<file path="src/rtl/twsg_alu.sv">
// ----------------------------------------------------------------------------
// twsg_alu
// Shared saturating adder: clamps a + b into [0, limit] and flags clamping.
// ----------------------------------------------------------------------------
module twsg_alu #(
   parameter int W = 34
) (
   input  logic signed [W-1:0] a,
   input  logic signed [W-1:0] b,
   input  logic        [W-1:0] limit,
   output logic        [W-1:0] res,
   output logic                sat
);

   logic signed [W-1:0] sum;

   always_comb begin
      sum = a + b;
      if (sum < 0) begin
         res = '0;
         sat = 1'b1;
      end else if ($unsigned(sum) > limit) begin
         res = limit;
         sat = 1'b1;
      end else begin
         res = $unsigned(sum);
         sat = 1'b0;
      end
   end

endmodule

</file>
<file path="config.mk">
export PLATFORM = sky130hd
export DESIGN_NAME = twsg_alu
export DESIGN_NICKNAME = d
export VERILOG_FILES = /design/src/rtl/twsg_alu.sv
export SDC_FILE = /design/constraint.sdc
export NUM_CORES = 1
export LEC_CHECK = 0
export ABC_CLOCK_PERIOD_IN_PS = 4450
export BUFFER_PORTS_ARGS = -buffer_cell sky130_fd_sc_hd__buf_2
export CORE_UTILIZATION = 51
export DETAILED_ROUTE_END_ITERATION = 7
export GPL_TIMING_DRIVEN = 0
export PLACE_DENSITY = 0.85
export SLEW_MARGIN = 20
export SYNTH_ARGS = -nofsm -noshare
export SYNTH_HDL_FRONTEND = slang
export SYNTH_SLANG_ARGS = --single-unit
</file>
<file path="constraint.sdc">
create_clock -name vclk -period 4.45
set_input_delay 0 -clock vclk [all_inputs]
set_output_delay 0 -clock vclk [all_outputs]
set_load 0.1 [all_outputs]
</file>
==> flow_results.xml <==
<?xml version="1.0" encoding="UTF-8"?>
<metrics>
  <group name="status">
    <metric name="status" unit="">finished clean</metric>
  </group>
  <group name="pwr">
    <metric name="net-switching-power" unit="uW">1210</metric>
    <metric name="clockPowerShare" unit="%">0</metric>
    <metric name="vdd_drop_max" unit="uV">337</metric>
    <metric name="seqPwrFrac" unit="%">0</metric>
    <metric name="combPwrFrac" unit="%">100.0</metric>
    <metric name="p_leak" unit="uW">0.00242</metric>
    <metric name="p_sw_share" unit="%">68.9</metric>
    <metric name="internal_power" unit="uW">545</metric>
    <metric name="power-per-cell-area" unit="mW/mm^2">387</metric>
  </group>
  <group name="timing">
    <metric name="maxSlewHeadroom" unit="%">63.0</metric>
    <metric name="fin_crit_sh" unit="%">96.8</metric>
    <metric name="fin_crit" unit="ns">4.31</metric>
    <metric name="maximum_clock_frequency" unit="GHz">0.232</metric>
    <metric name="setup_tns" unit="ns">0</metric>
    <metric name="worstMarginPinSlew" unit="ns">0.549</metric>
    <metric name="final_hold_viol_count" unit="">0</metric>
    <metric name="slew_violations" unit="">0</metric>
    <metric name="setup_viol_count_final" unit="">0</metric>
  </group>
  <group name="worst_setup_path">
    <metric name="critPathSlowestCell" unit="">sky130_fd_sc_hd__or4_4</metric>
    <metric name="arrival" unit="ns">4.31</metric>
    <metric name="path_delay_family" unit="">simple AND/OR/NAND/NOR gates</metric>
    <metric name="max_stage_delay" unit="ns">0.45</metric>
    <metric name="worst-path-buf-inv" unit="">5</metric>
    <metric name="required" unit="ns">4.45</metric>
    <metric name="crit_path_cell_trace" unit="">buf_2 -&gt; ha_1 -&gt; inv_1 -&gt; fa_2 -&gt; nor2b_4 -&gt; o31ai_4 -&gt; a31oi_4 -&gt; a211oi_4 -&gt; o21ai_2 -&gt; nand3_1 -&gt; a21oi_2 -&gt; xnor2_2 -&gt; inv_1 -&gt; ha_1 -&gt; nand4_1 -&gt; or4_4 -&gt; nor3_1 -&gt; nand2_1 -&gt; and2_4 -&gt; buf_4 -&gt; a211oi_4 -&gt; buf_6</metric>
    <metric name="worst-path-max-fanout" unit="">10</metric>
    <metric name="criticalPathCategory" unit="">primary input to primary output</metric>
    <metric name="critical_path.startpoint_type" unit="">primary input</metric>
    <metric name="timing.critical_path.to_type" unit="">primary output</metric>
  </group>
  <group name="floorplan">
    <metric name="ioPinCount" unit="">137</metric>
    <metric name="die_height" unit="um">81.3</metric>
    <metric name="die-area" unit="sq mm">0.00661</metric>
    <metric name="chipWidth" unit="um">81.3</metric>
    <metric name="core_area" unit="sq mm">0.00599</metric>
    <metric name="floorplan.initialDensity" unit="%">53.6</metric>
    <metric name="floorplan.rows" unit="">28</metric>
  </group>
  <group name="drt">
    <metric name="detail_route.first_pass.iterations" unit="">4</metric>
    <metric name="antenna_violating_nets_post_route" unit="">0</metric>
    <metric name="vias_per_cell" unit="">5.65</metric>
    <metric name="drt-wirelength-per-cell" unit="um">14.2</metric>
    <metric name="routed_wl" unit="mm">9.58</metric>
    <metric name="drt_iter0_markers" unit="">110</metric>
    <metric name="vias" unit="">3807</metric>
    <metric name="drc_errors" unit="">0</metric>
  </group>
  <group name="synthesis">
    <metric name="synth_cell_type_count" unit="">55</metric>
    <metric name="yosysWarnings" unit="">0</metric>
    <metric name="post_synth_inst_count" unit="">456</metric>
    <metric name="synthesis.nets" unit="">626</metric>
    <metric name="area_of_the_mapped_netlist" unit="sq mm">0.00321</metric>
    <metric name="syn_area_per_cell" unit="sq um">7.04</metric>
    <metric name="synth_seq_area_share" unit="%">0</metric>
  </group>
  <group name="cells_and_area">
    <metric name="clkbuf_count" unit="">0</metric>
    <metric name="antenna_cells" unit="">0</metric>
    <metric name="end_of_flow_core_utilization" unit="%">75.7</metric>
    <metric name="fill_cells" unit="">471</metric>
    <metric name="synthesis_to_layout_area_growth" unit="%">41.3</metric>
    <metric name="numSequentialCells" unit="">0</metric>
    <metric name="layout.area.seq" unit="sq um">0</metric>
    <metric name="finalNetCount" unit="">771</metric>
    <metric name="final_layout_size_suffix_gt1_share" unit="%">37.4</metric>
  </group>
  <group name="placed_design">
    <metric name="gpl.final_weighted_congestion" unit="">0.948</metric>
    <metric name="hpwlAfterDp" unit="mm">8.07</metric>
    <metric name="numPortBuffers" unit="">137</metric>
  </group>
  <group name="min_path">
    <metric name="worstHoldPathType" unit="">primary input to primary output</metric>
    <metric name="hold_path_cell_cnt" unit="">4</metric>
    <metric name="worst_hold_path_ep" unit="">res[32]</metric>
    <metric name="worst_hold_startpoint" unit="">limit[32]</metric>
  </group>
  <group name="grt">
    <metric name="grt_max_degree" unit="">11</metric>
    <metric name="grt-ovfl-total" unit="">0</metric>
    <metric name="grt_pass1_wl" unit="mm">15.2</metric>
    <metric name="grt_pass1_vias" unit="">3610</metric>
    <metric name="grt_antenna_before_repair" unit="">0</metric>
    <metric name="gr-usage-all-layers" unit="%">28.2</metric>
  </group>
  <group name="clocking">
    <metric name="cts.hold.buffers_added" unit="">0</metric>
  </group>
  <group name="run">
    <metric name="drv_cap" unit="">0</metric>
  </group>
</metrics>
per-stage QoR:
stage	instance area, sq um	instances	total power (uW)	hold slack, ns	setup WS, ns
2_1_floorplan	3470	456	1340	0.232	0.0162
3_3_place_gp	4250	668	1590	0.543	-0.466
3_5_place_dp	4250	668	1610	0.544	-0.571
4_1_cts	4380	671	1680	0.439	-0.00433
5_1_grt	4540	674	1860	0.473	-0.0332
6_report	4540	674	1750	0.444	0.140
repair_timing:
action | CTS | global route
endpoints found under the setup margin | 34 | 34
setup buffers | 3 | 4
resized for setup | 34 | 35
pin swaps | 3 | 8
cloned | 0 | 0
hold endpoints to repair | 0 | 0
cell families (layout without fill, tap and decap cells):
logic type / after synthesis / count (layout) / share of synthesized area, %
AOI/OAI and AO/OA: 140 / 140 / 29.4
xor gates and xnor gates: 31 / 31 / 9.04
adders and majority gates: 68 / 68 / 26.7
buffers and inverters: 60 / 203 / 7.72
muxes: 24 / 24 / 7.49
and+or+nand+nor: 133 / 133 / 19.6
how the worst max path moves through the flow:
stage                     start  endpoint  slack [ns]  depth (start not counted)
after global routing       a[0]   res[24]       -0.03                         24
after detailed placement   a[0]   res[32]       -0.57                         24
after global placement     a[6]   res[32]       -0.47                         22
after floorplan            a[6]   res[31]        0.02                         17
after CTS                  a[0]   res[31]      -0.004                         21
final                      a[0]   res[12]        0.14                         22
cell usage in the layout (no fill, tap or decap), types with 2 or more instances in the layout:
cell type and n:
sky130_fd_sc_hd__or3_1 2, sky130_fd_sc_hd__buf_6 10, sky130_fd_sc_hd__nand4_1 10, sky130_fd_sc_hd__nand2_1 30, sky130_fd_sc_hd__buf_4 22, sky130_fd_sc_hd__xor2_1 12, sky130_fd_sc_hd__o21ai_0 19, sky130_fd_sc_hd__nor4_2 2
sky130_fd_sc_hd__nor2_1 24, sky130_fd_sc_hd__ha_4 5, sky130_fd_sc_hd__buf_2 116, sky130_fd_sc_hd__and3_1 5, sky130_fd_sc_hd__nor2b_1 3, sky130_fd_sc_hd__nand2b_1 2, sky130_fd_sc_hd__a211oi_4 8, sky130_fd_sc_hd__a221oi_1 3
sky130_fd_sc_hd__a21oi_2 4, sky130_fd_sc_hd__o21bai_2 2, sky130_fd_sc_hd__inv_1 47, sky130_fd_sc_hd__nor3_4 2, sky130_fd_sc_hd__mux2i_1 21, sky130_fd_sc_hd__a21o_1 29, sky130_fd_sc_hd__nand3_1 9, sky130_fd_sc_hd__buf_12 4
sky130_fd_sc_hd__a21oi_1 42, sky130_fd_sc_hd__clkbuf_4 2, sky130_fd_sc_hd__ha_1 61, sky130_fd_sc_hd__a31oi_1 4, sky130_fd_sc_hd__xnor2_1 17, sky130_fd_sc_hd__mux2i_2 3, sky130_fd_sc_hd__clkbuf_1 2, sky130_fd_sc_hd__o21bai_1 4
sky130_fd_sc_hd__o21a_1 4, sky130_fd_sc_hd__o31ai_1 2, sky130_fd_sc_hd__a211oi_1 3, sky130_fd_sc_hd__nor3_1 8, sky130_fd_sc_hd__nor2_2 25
area by class of cell:
type | count | area [sq um] | area share (%)
inverters | 47 | 176 | 3.89
plain buffers | 12 | 105 | 2.32
multi-input cells | 396 | 3300 | 72.9
well taps | 75 | 93.8 | 2.07
repair buffers | 144 | 856 | 18.9
synth_stat cells (all sizes together), types with 2 or more instances:
| library cell | count | area [sq um] |
|---|---|---|
| a2111oi | 2 | 23.8 |
| mux2i | 24 | 240 |
| ha | 67 | 838 |
| a21oi | 47 | 239 |
| nand3 | 9 | 45.0 |
| and3 | 5 | 31.3 |
| inv | 47 | 176 |
| xnor2 | 19 | 185 |
| nand2b | 2 | 12.5 |
| buf | 9 | 56.3 |
| clkbuf | 4 | 15.0 |
| o31ai | 3 | 27.5 |
| nand4 | 10 | 62.6 |
| xor2 | 12 | 105 |
| a211oi | 11 | 103 |
| o21a | 4 | 30.0 |
| a31oi | 5 | 37.5 |
| a221oi | 3 | 26.3 |
| o21ai | 21 | 116 |
| a21o | 29 | 218 |
| nor2b | 5 | 31.3 |
| and2 | 2 | 12.5 |
| nor4 | 3 | 25.0 |
| nor2 | 49 | 184 |
| nand2 | 31 | 116 |
| nor3 | 11 | 65.1 |
| or3 | 2 | 12.5 |
| o21bai | 6 | 45.0 |
layer usage:
metal | vias up | GRT usage, % | wire length, um
met3 | 20 | 1.12 | 523
li1 | 1936 | - | -
met5 | - | 0 | 0
met2 | 131 | 52.1 | 4690
met1 | 1720 | 35.5 | 4170
met4 | 0 | 5.89 | 196
power by group through the flow:
stage / Combinational (uW) / Sequential (uW) / Clock, uW
after floorplan: 1340 / 0 / 0
after global placement: 1590 / 0 / 0
after detailed placement: 1610 / 0 / 0
after CTS: 1680 / 0 / 0
after global routing: 1860 / 0 / 0
final: 1750 / 0 / 0
(Power assumes the default switching activity.)
