===== src/rtl/twsg_pkg.sv =====
// ----------------------------------------------------------------------------
// twsg_pkg
// Shared types, codes and default sizes for the toroidal window sum grid.
// ----------------------------------------------------------------------------
package twsg_pkg;

   localparam int MAX_ROWS_DEF    = 64;
   localparam int MAX_COLS_DEF    = 64;
   localparam int MAX_WIN_DEF     = 16;
   localparam int PRIOR_VALUE_DEF = 16;
   localparam int CELL_BITS_DEF   = 24;

   localparam int GRID_REG_W = 7;
   localparam int WIN_REG_W  = 5;
   localparam int CSR_ADDR_W = 4;
   localparam int CSR_DATA_W = 32;

   localparam int GRID_ROWS_RST = 64;
   localparam int GRID_COLS_RST = 64;
   localparam int WIN_ROWS_RST  = 4;
   localparam int WIN_COLS_RST  = 4;

   localparam logic [1:0] REG_GRID_ROWS = 2'd0;
   localparam logic [1:0] REG_GRID_COLS = 2'd1;
   localparam logic [1:0] REG_WIN_ROWS  = 2'd2;
   localparam logic [1:0] REG_WIN_COLS  = 2'd3;

   localparam logic [1:0] MODE_WRITE = 2'd0;
   localparam logic [1:0] MODE_ADD   = 2'd1;
   localparam logic [1:0] MODE_QUERY = 2'd2;

   localparam logic [1:0] ST_OK    = 2'd0;
   localparam logic [1:0] ST_RANGE = 2'd1;
   localparam logic [1:0] ST_SAT   = 2'd2;

   typedef struct packed {
      logic [GRID_REG_W-1:0] grid_rows;
      logic [GRID_REG_W-1:0] grid_cols;
      logic [WIN_REG_W-1:0]  win_rows;
      logic [WIN_REG_W-1:0]  win_cols;
   } cfg_type;

endpackage


===== src/rtl/twsg_csr.sv =====
// ----------------------------------------------------------------------------
// twsg_csr
// APB-style register file for grid and window dimensions, clamped on write.
// ----------------------------------------------------------------------------
module twsg_csr #(
   parameter int MAX_ROWS = 64,
   parameter int MAX_COLS = 64,
   parameter int MAX_WIN  = 16
) (
   input  logic                               clock,
   input  logic                               reset,
   input  logic                               psel,
   input  logic                               penable,
   input  logic                               pwrite,
   input  logic [twsg_pkg::CSR_ADDR_W-1:0]    paddr,
   input  logic [twsg_pkg::CSR_DATA_W-1:0]    pwdata,
   output logic [twsg_pkg::CSR_DATA_W-1:0]    prdata,
   output logic                               pready,
   output twsg_pkg::cfg_type                  cfg
);

   import twsg_pkg::*;

   localparam logic [GRID_REG_W-1:0] ROWS_HI =
      (MAX_ROWS > 127) ? 7'd127 : GRID_REG_W'(MAX_ROWS);
   localparam logic [GRID_REG_W-1:0] COLS_HI =
      (MAX_COLS > 127) ? 7'd127 : GRID_REG_W'(MAX_COLS);
   localparam logic [WIN_REG_W-1:0] WIN_HI =
      (MAX_WIN > 31) ? 5'd31 : WIN_REG_W'(MAX_WIN);

   function automatic logic [GRID_REG_W-1:0] clamp_grid(
      input logic [GRID_REG_W-1:0] v,
      input logic [GRID_REG_W-1:0] hi
   );
      logic [GRID_REG_W-1:0] r;
      if (v == '0) begin
         r = GRID_REG_W'(1);
      end else if (v > hi) begin
         r = hi;
      end else begin
         r = v;
      end
      return r;
   endfunction

   function automatic logic [WIN_REG_W-1:0] clamp_win(
      input logic [WIN_REG_W-1:0] v
   );
      logic [WIN_REG_W-1:0] r;
      if (v == '0) begin
         r = WIN_REG_W'(1);
      end else if (v > WIN_HI) begin
         r = WIN_HI;
      end else begin
         r = v;
      end
      return r;
   endfunction

   cfg_type    cfg_ff;
   cfg_type    cfg_in;
   logic       wr_en;
   logic [1:0] reg_idx;

   assign wr_en   = psel & penable & pwrite;
   assign reg_idx = paddr[3:2];
   assign pready  = 1'b1;

   always_comb begin
      cfg_in = cfg_ff;
      if (wr_en) begin
         case (reg_idx)
            REG_GRID_ROWS: cfg_in.grid_rows = clamp_grid(pwdata[GRID_REG_W-1:0], ROWS_HI);
            REG_GRID_COLS: cfg_in.grid_cols = clamp_grid(pwdata[GRID_REG_W-1:0], COLS_HI);
            REG_WIN_ROWS:  cfg_in.win_rows  = clamp_win(pwdata[WIN_REG_W-1:0]);
            REG_WIN_COLS:  cfg_in.win_cols  = clamp_win(pwdata[WIN_REG_W-1:0]);
            default:       cfg_in = cfg_ff;
         endcase
      end
   end

   always_ff @(posedge clock) begin
      if (reset) begin
         cfg_ff.grid_rows <= clamp_grid(GRID_REG_W'(GRID_ROWS_RST), ROWS_HI);
         cfg_ff.grid_cols <= clamp_grid(GRID_REG_W'(GRID_COLS_RST), COLS_HI);
         cfg_ff.win_rows  <= clamp_win(WIN_REG_W'(WIN_ROWS_RST));
         cfg_ff.win_cols  <= clamp_win(WIN_REG_W'(WIN_COLS_RST));
      end else begin
         cfg_ff <= cfg_in;
      end
   end

   always_comb begin
      case (reg_idx)
         REG_GRID_ROWS: prdata = CSR_DATA_W'(cfg_ff.grid_rows);
         REG_GRID_COLS: prdata = CSR_DATA_W'(cfg_ff.grid_cols);
         REG_WIN_ROWS:  prdata = CSR_DATA_W'(cfg_ff.win_rows);
         REG_WIN_COLS:  prdata = CSR_DATA_W'(cfg_ff.win_cols);
         default:       prdata = '0;
      endcase
   end

   assign cfg = cfg_ff;

endmodule


===== config.mk =====
export PLATFORM = sky130hd
export DESIGN_NAME = twsg_csr
export DESIGN_NICKNAME = d
export VERILOG_FILES = /design/src/rtl/twsg_pkg.sv /design/src/rtl/twsg_csr.sv
export SDC_FILE = /design/constraint.sdc
export NUM_CORES = 1
export LEC_CHECK = 0
export ABC_AREA = 1
export BUFFER_PORTS_ARGS = -buffer_cell sky130_fd_sc_hd__clkbuf_2
export CAP_MARGIN = 20
export CORE_ASPECT_RATIO = 1.4
export CORE_MARGIN = 4
export CORE_UTILIZATION = 40
export DETAILED_ROUTE_END_ITERATION = 12
export GPL_TIMING_DRIVEN = 0
export PLACE_DENSITY = 0.9
export SYNTH_ARGS = -nofsm -noshare
export SYNTH_HDL_FRONTEND = slang
export SYNTH_SLANG_ARGS = --single-unit
export TNS_END_PERCENT = 50

===== constraint.sdc =====
create_clock -name clock -period 1 [get_ports clock]
set_input_delay 0.2 -clock clock [delete_from_list [all_inputs] [get_ports clock]]
set_output_delay 0.2 -clock clock [all_outputs]
set_load 0.01 [all_outputs]

==> impl_metrics.json <==
{
  "failing_checks": "negative setup slack",
  "power.share.clock_pct": 32.1,
  "routedWlPerCell_um": 12.40,
  "clock.fmax_ghz": 0.8481,
  "layout_worst_path_cycle_share_pct": 117.9,
  "gr-total-overflow": 0,
  "number_of_synthesized_register_bits": 24,
  "least_setup_slack_across_all_paths_after_layout_ns": -0.1791,
  "critical_path_peak_fanout": 2,
  "synth-warning-count": 0,
  "timing.reg2reg.setup_slack_ns": 0.13,
  "rsz0062_at_grt": "true",
  "power.share.sequential_pct": 48.8,
  "critical_path.top_delay_family": "flip-flops",
  "cpMaxStageDelayCell": "dfxtp_2",
  "synth_area_leader_cell": "dfxtp_1",
  "dp_worst_setup_slack_ns": -0.2582,
  "floorplan.initialDensity_pct": 42.14,
  "avgViaCountPerCell": 4.762,
  "rr_endpoint": "cfg[11]",
  "synthesis.area_per_instance_um2": 7.135,
  "finalHoldViolations": 0,
  "power_switching_mw": 0.5444,
  "worst_hold_path.endpoint": "cfg[9]",
  "reg2reg_depth": 4,
  "report.final.slew_viol_count": 0,
  "timing.hold.worst_path_depth": 2,
  "yosys.area_share.adder_pct": 0,
  "top_layer_used": "met4",
  "critPathArrivalTime_ns": 0.98,
  "area.growth.synth_to_final_pct": 39.65,
  "final-instance-count-excl-fill": 303,
  "vdd.ir_drop.worst_uv": 822.6,
  "max_stage_delay_ns": 0.34,
  "synth_mux_area_share_pct": 0,
  "placed_cells": 295,
  "synthXorXnorAreaFrac_pct": 0,
  "power_per_cell_area_nw_per_um2": 1085,
  "synth_largest_type_area_fraction_pct": 35.82,
  "path_clk_slew_ns": 0.09,
  "antenna_cells_inserted": 0,
  "route.antenna.remaining_nets": 0,
  "clockRootBuffer": "clkbuf_8",
  "met1Wirelength_um": 1405,
  "dr_wl_met2_um": 1870,
  "cp.required_ns": 0.80,
  "grt.total_usage_pct": 16.30,
  "grt_pass1_vias": 1364,
  "worst-path-buf-inv": 2,
  "cts_max_path_bufs": 2,
  "top_level_ports": 98,
  "die_h_um": 76.52,
  "clock_skew_ns": 0,
  "cts_made_buffers": 3,
  "cts-htree-levels": 1,
  "post-layout-total-power_mw": 2.033,
  "main_combinational_cell_family_by_area_after_synthesis": "simple AND/OR/NAND/NOR gates",
  "totalWireLength_um": 3756,
  "simple_gate_area_share_of_the_yosys_netlist_pct": 24.63,
  "synth.yosys.seq_area_share_pct": 35.82,
  "initial_drc_count": 54,
  "period_minus_slack_ns": 1.179,
  "final_area_um2": 1873,
  "grt_antenna_before_repair": 0,
  "io_buffers": 44,
  "crit_path_start_kind": "register",
  "cts_tree": "built",
  "dpl.hpwl_um": 2842,
  "fraction_of_layout_cells_with_a_size_suffix_above_1_pct": 48.11,
  "fp-row-count": 24,
  "synth-compound-area-share_pct": 16.51,
  "finalSetupViolations": 9,
  "drt_pre_antenna_iters": 4,
  "hold_path.class": "in2reg",
  "largest_register_ff_count": 24,
  "postPlaceCellArea_um2": 1700,
  "syn-cell-area_um2": 1341,
  "grt_max_degree": 14,
  "routabilityCongestion": 0.8386,
  "reg2reg_from": "cfg[11]",
  "switching_share_pct": 26.78,
  "synth_cells": 188,
  "met3WireLength_um": 365,
  "grt_first_pass_wirelength_um": 5802,
  "cell_internal_pwr_mw": 1.488,
  "clk-insertion-delay-late_ns": 0.26,
  "cts-hold-fix-buffers": 0,
  "outcome": "finished with violations",
  "via_count": 1443,
  "width_of_the_die_um": 56.94,
  "clock_sink_count": 24,
  "critical_path.endpoint_type": "output port",
  "max_cap_viol_count": 0,
  "design.die.area_um2": 4357,
  "fin_tns_setup_ns": -1.123,
  "nets": 306,
  "criticalPathCategory": "reg2out",
  "yosys.cell_types.count": 23,
  "min_from": "reset",
  "core_area_um2": 3183,
  "post-route-drc-count": 0,
  "timing.critical_path.cells": "inv_2, o2111ai_2, buf_2",
  "combinationalPowerShare_pct": 19.1,
  "power_leakage_nw": 1.011,
  "post_synth_main_area_contributors": "dfxtp_1 36%, buf_4 15%, nand2_1 11%"
}
worst reg2reg max path: stages (launching register included):
cell and delay [ns]:
dfxtp_2 0.33, buf_4 0.13, buf_6 0.10, o21ai_0 0.15
a21oi_1 0.05
final cells by class:
cell class                 count  area [µm²]
inverter                      19       81.33
fill                         308        1310
timing repair buffer          48       257.7
multi-input combinational    139       690.7
sequential                    24       509.2
clock buffer                   4       55.05
tap                           39       48.80
buffer                        30       230.2
synthesized netlist by cell type:
| cell | instances |
|---|---|
| nand3_1 | 8 |
| nor2_1 | 17 |
| clkbuf_4 | 1 |
| nand2_1 | 41 |
| nand4_1 | 3 |
| inv_2 | 1 |
| nand2_2 | 2 |
| conb_1 | 2 |
| nor2_4 | 1 |
| buf_2 | 1 |
| buf_4 | 26 |
| buf_6 | 2 |
| o211ai_1 | 2 |
| nand3_4 | 1 |
| nor2_2 | 2 |
| dfxtp_1 | 24 |
| o21ai_2 | 2 |
| o21ai_1 | 4 |
| o2111ai_1 | 3 |
| inv_1 | 18 |
| o21ai_0 | 10 |
| a21oi_1 | 15 |
| a22o_1 | 2 |
routing by layer:
metal | up-vias | global-route usage (%)
li1 | 711 | -
met1 | 645 | 17.16
met2 | 75 | 28.38
met3 | 12 | 5.085
met4 | 0 | 8.121
met5 | - | 0
power by group through the flow:
stage / Sequential, mW / Clock, mW / Combinational, mW
4_1_cts: 0.993 / 0.665 / 0.367
3_5_place_dp: 1.01 / 0 / 0.352
2_1_floorplan: 1.02 / 0 / 0.239
6_report: 0.992 / 0.653 / 0.388
3_3_place_gp: 1.01 / 0 / 0.348
5_1_grt: 0.994 / 0.697 / 0.426
timing repair:
item / 4_1_cts / 5_1_grt
pin swaps: 6 / 5
gates resized for setup: 33 / 17
endpoints found under the setup margin: 9 / 13
setup buffers: 3 / 1
cells by family after synthesis:
family / Yosys count
simple gates: 75
compound gates: 38
flops: 24
buf+inv: 49
other cells: 2
cell usage in the layout, fill, tap and decap left out, types with 2 or more instances in the layout:
cell type  count
nand3_1        8
dfxtp_2       20
o2111ai_2      3
nand2_4        2
o211ai_1       2
a22o_1         2
buf_6          4
buf_2          6
nand4_1        3
inv_2          6
buf_4         28
dfxtp_1        3
clkbuf_2      39
conb_1        26
o21ai_0       10
a21oi_1       15
inv_1         11
clkbuf_8       4
nor2_2         2
o21ai_1        4
o21ai_2        2
nor2_1        17
nand2_1       36
nand2_2        5
worst max path at each step:
stage | start | end | slack (ns) | depth (start not counted)
2_1_floorplan | cfg[1] | prdata[1] | 0.10 | 2
3_3_place_gp | paddr[2] | prdata[4] | -0.26 | 7
3_5_place_dp | paddr[2] | prdata[4] | -0.26 | 7
4_1_cts | cfg[10] | prdata[0] | -0.17 | 3
5_1_grt | cfg[10] | prdata[0] | -0.23 | 3
6_report | cfg[10] | prdata[0] | -0.18 | 3
stage by stage:
step                      hold WS, ns  util (%)
after floorplan                0.2691         -
after global placement         0.4433     53.42
after detailed placement       0.4492     53.42
after CTS                      0.1652     57.78
after global routing           0.1648     58.84
final                          0.1650     58.84
Note: power is estimated with default switching activity, not from simulation.
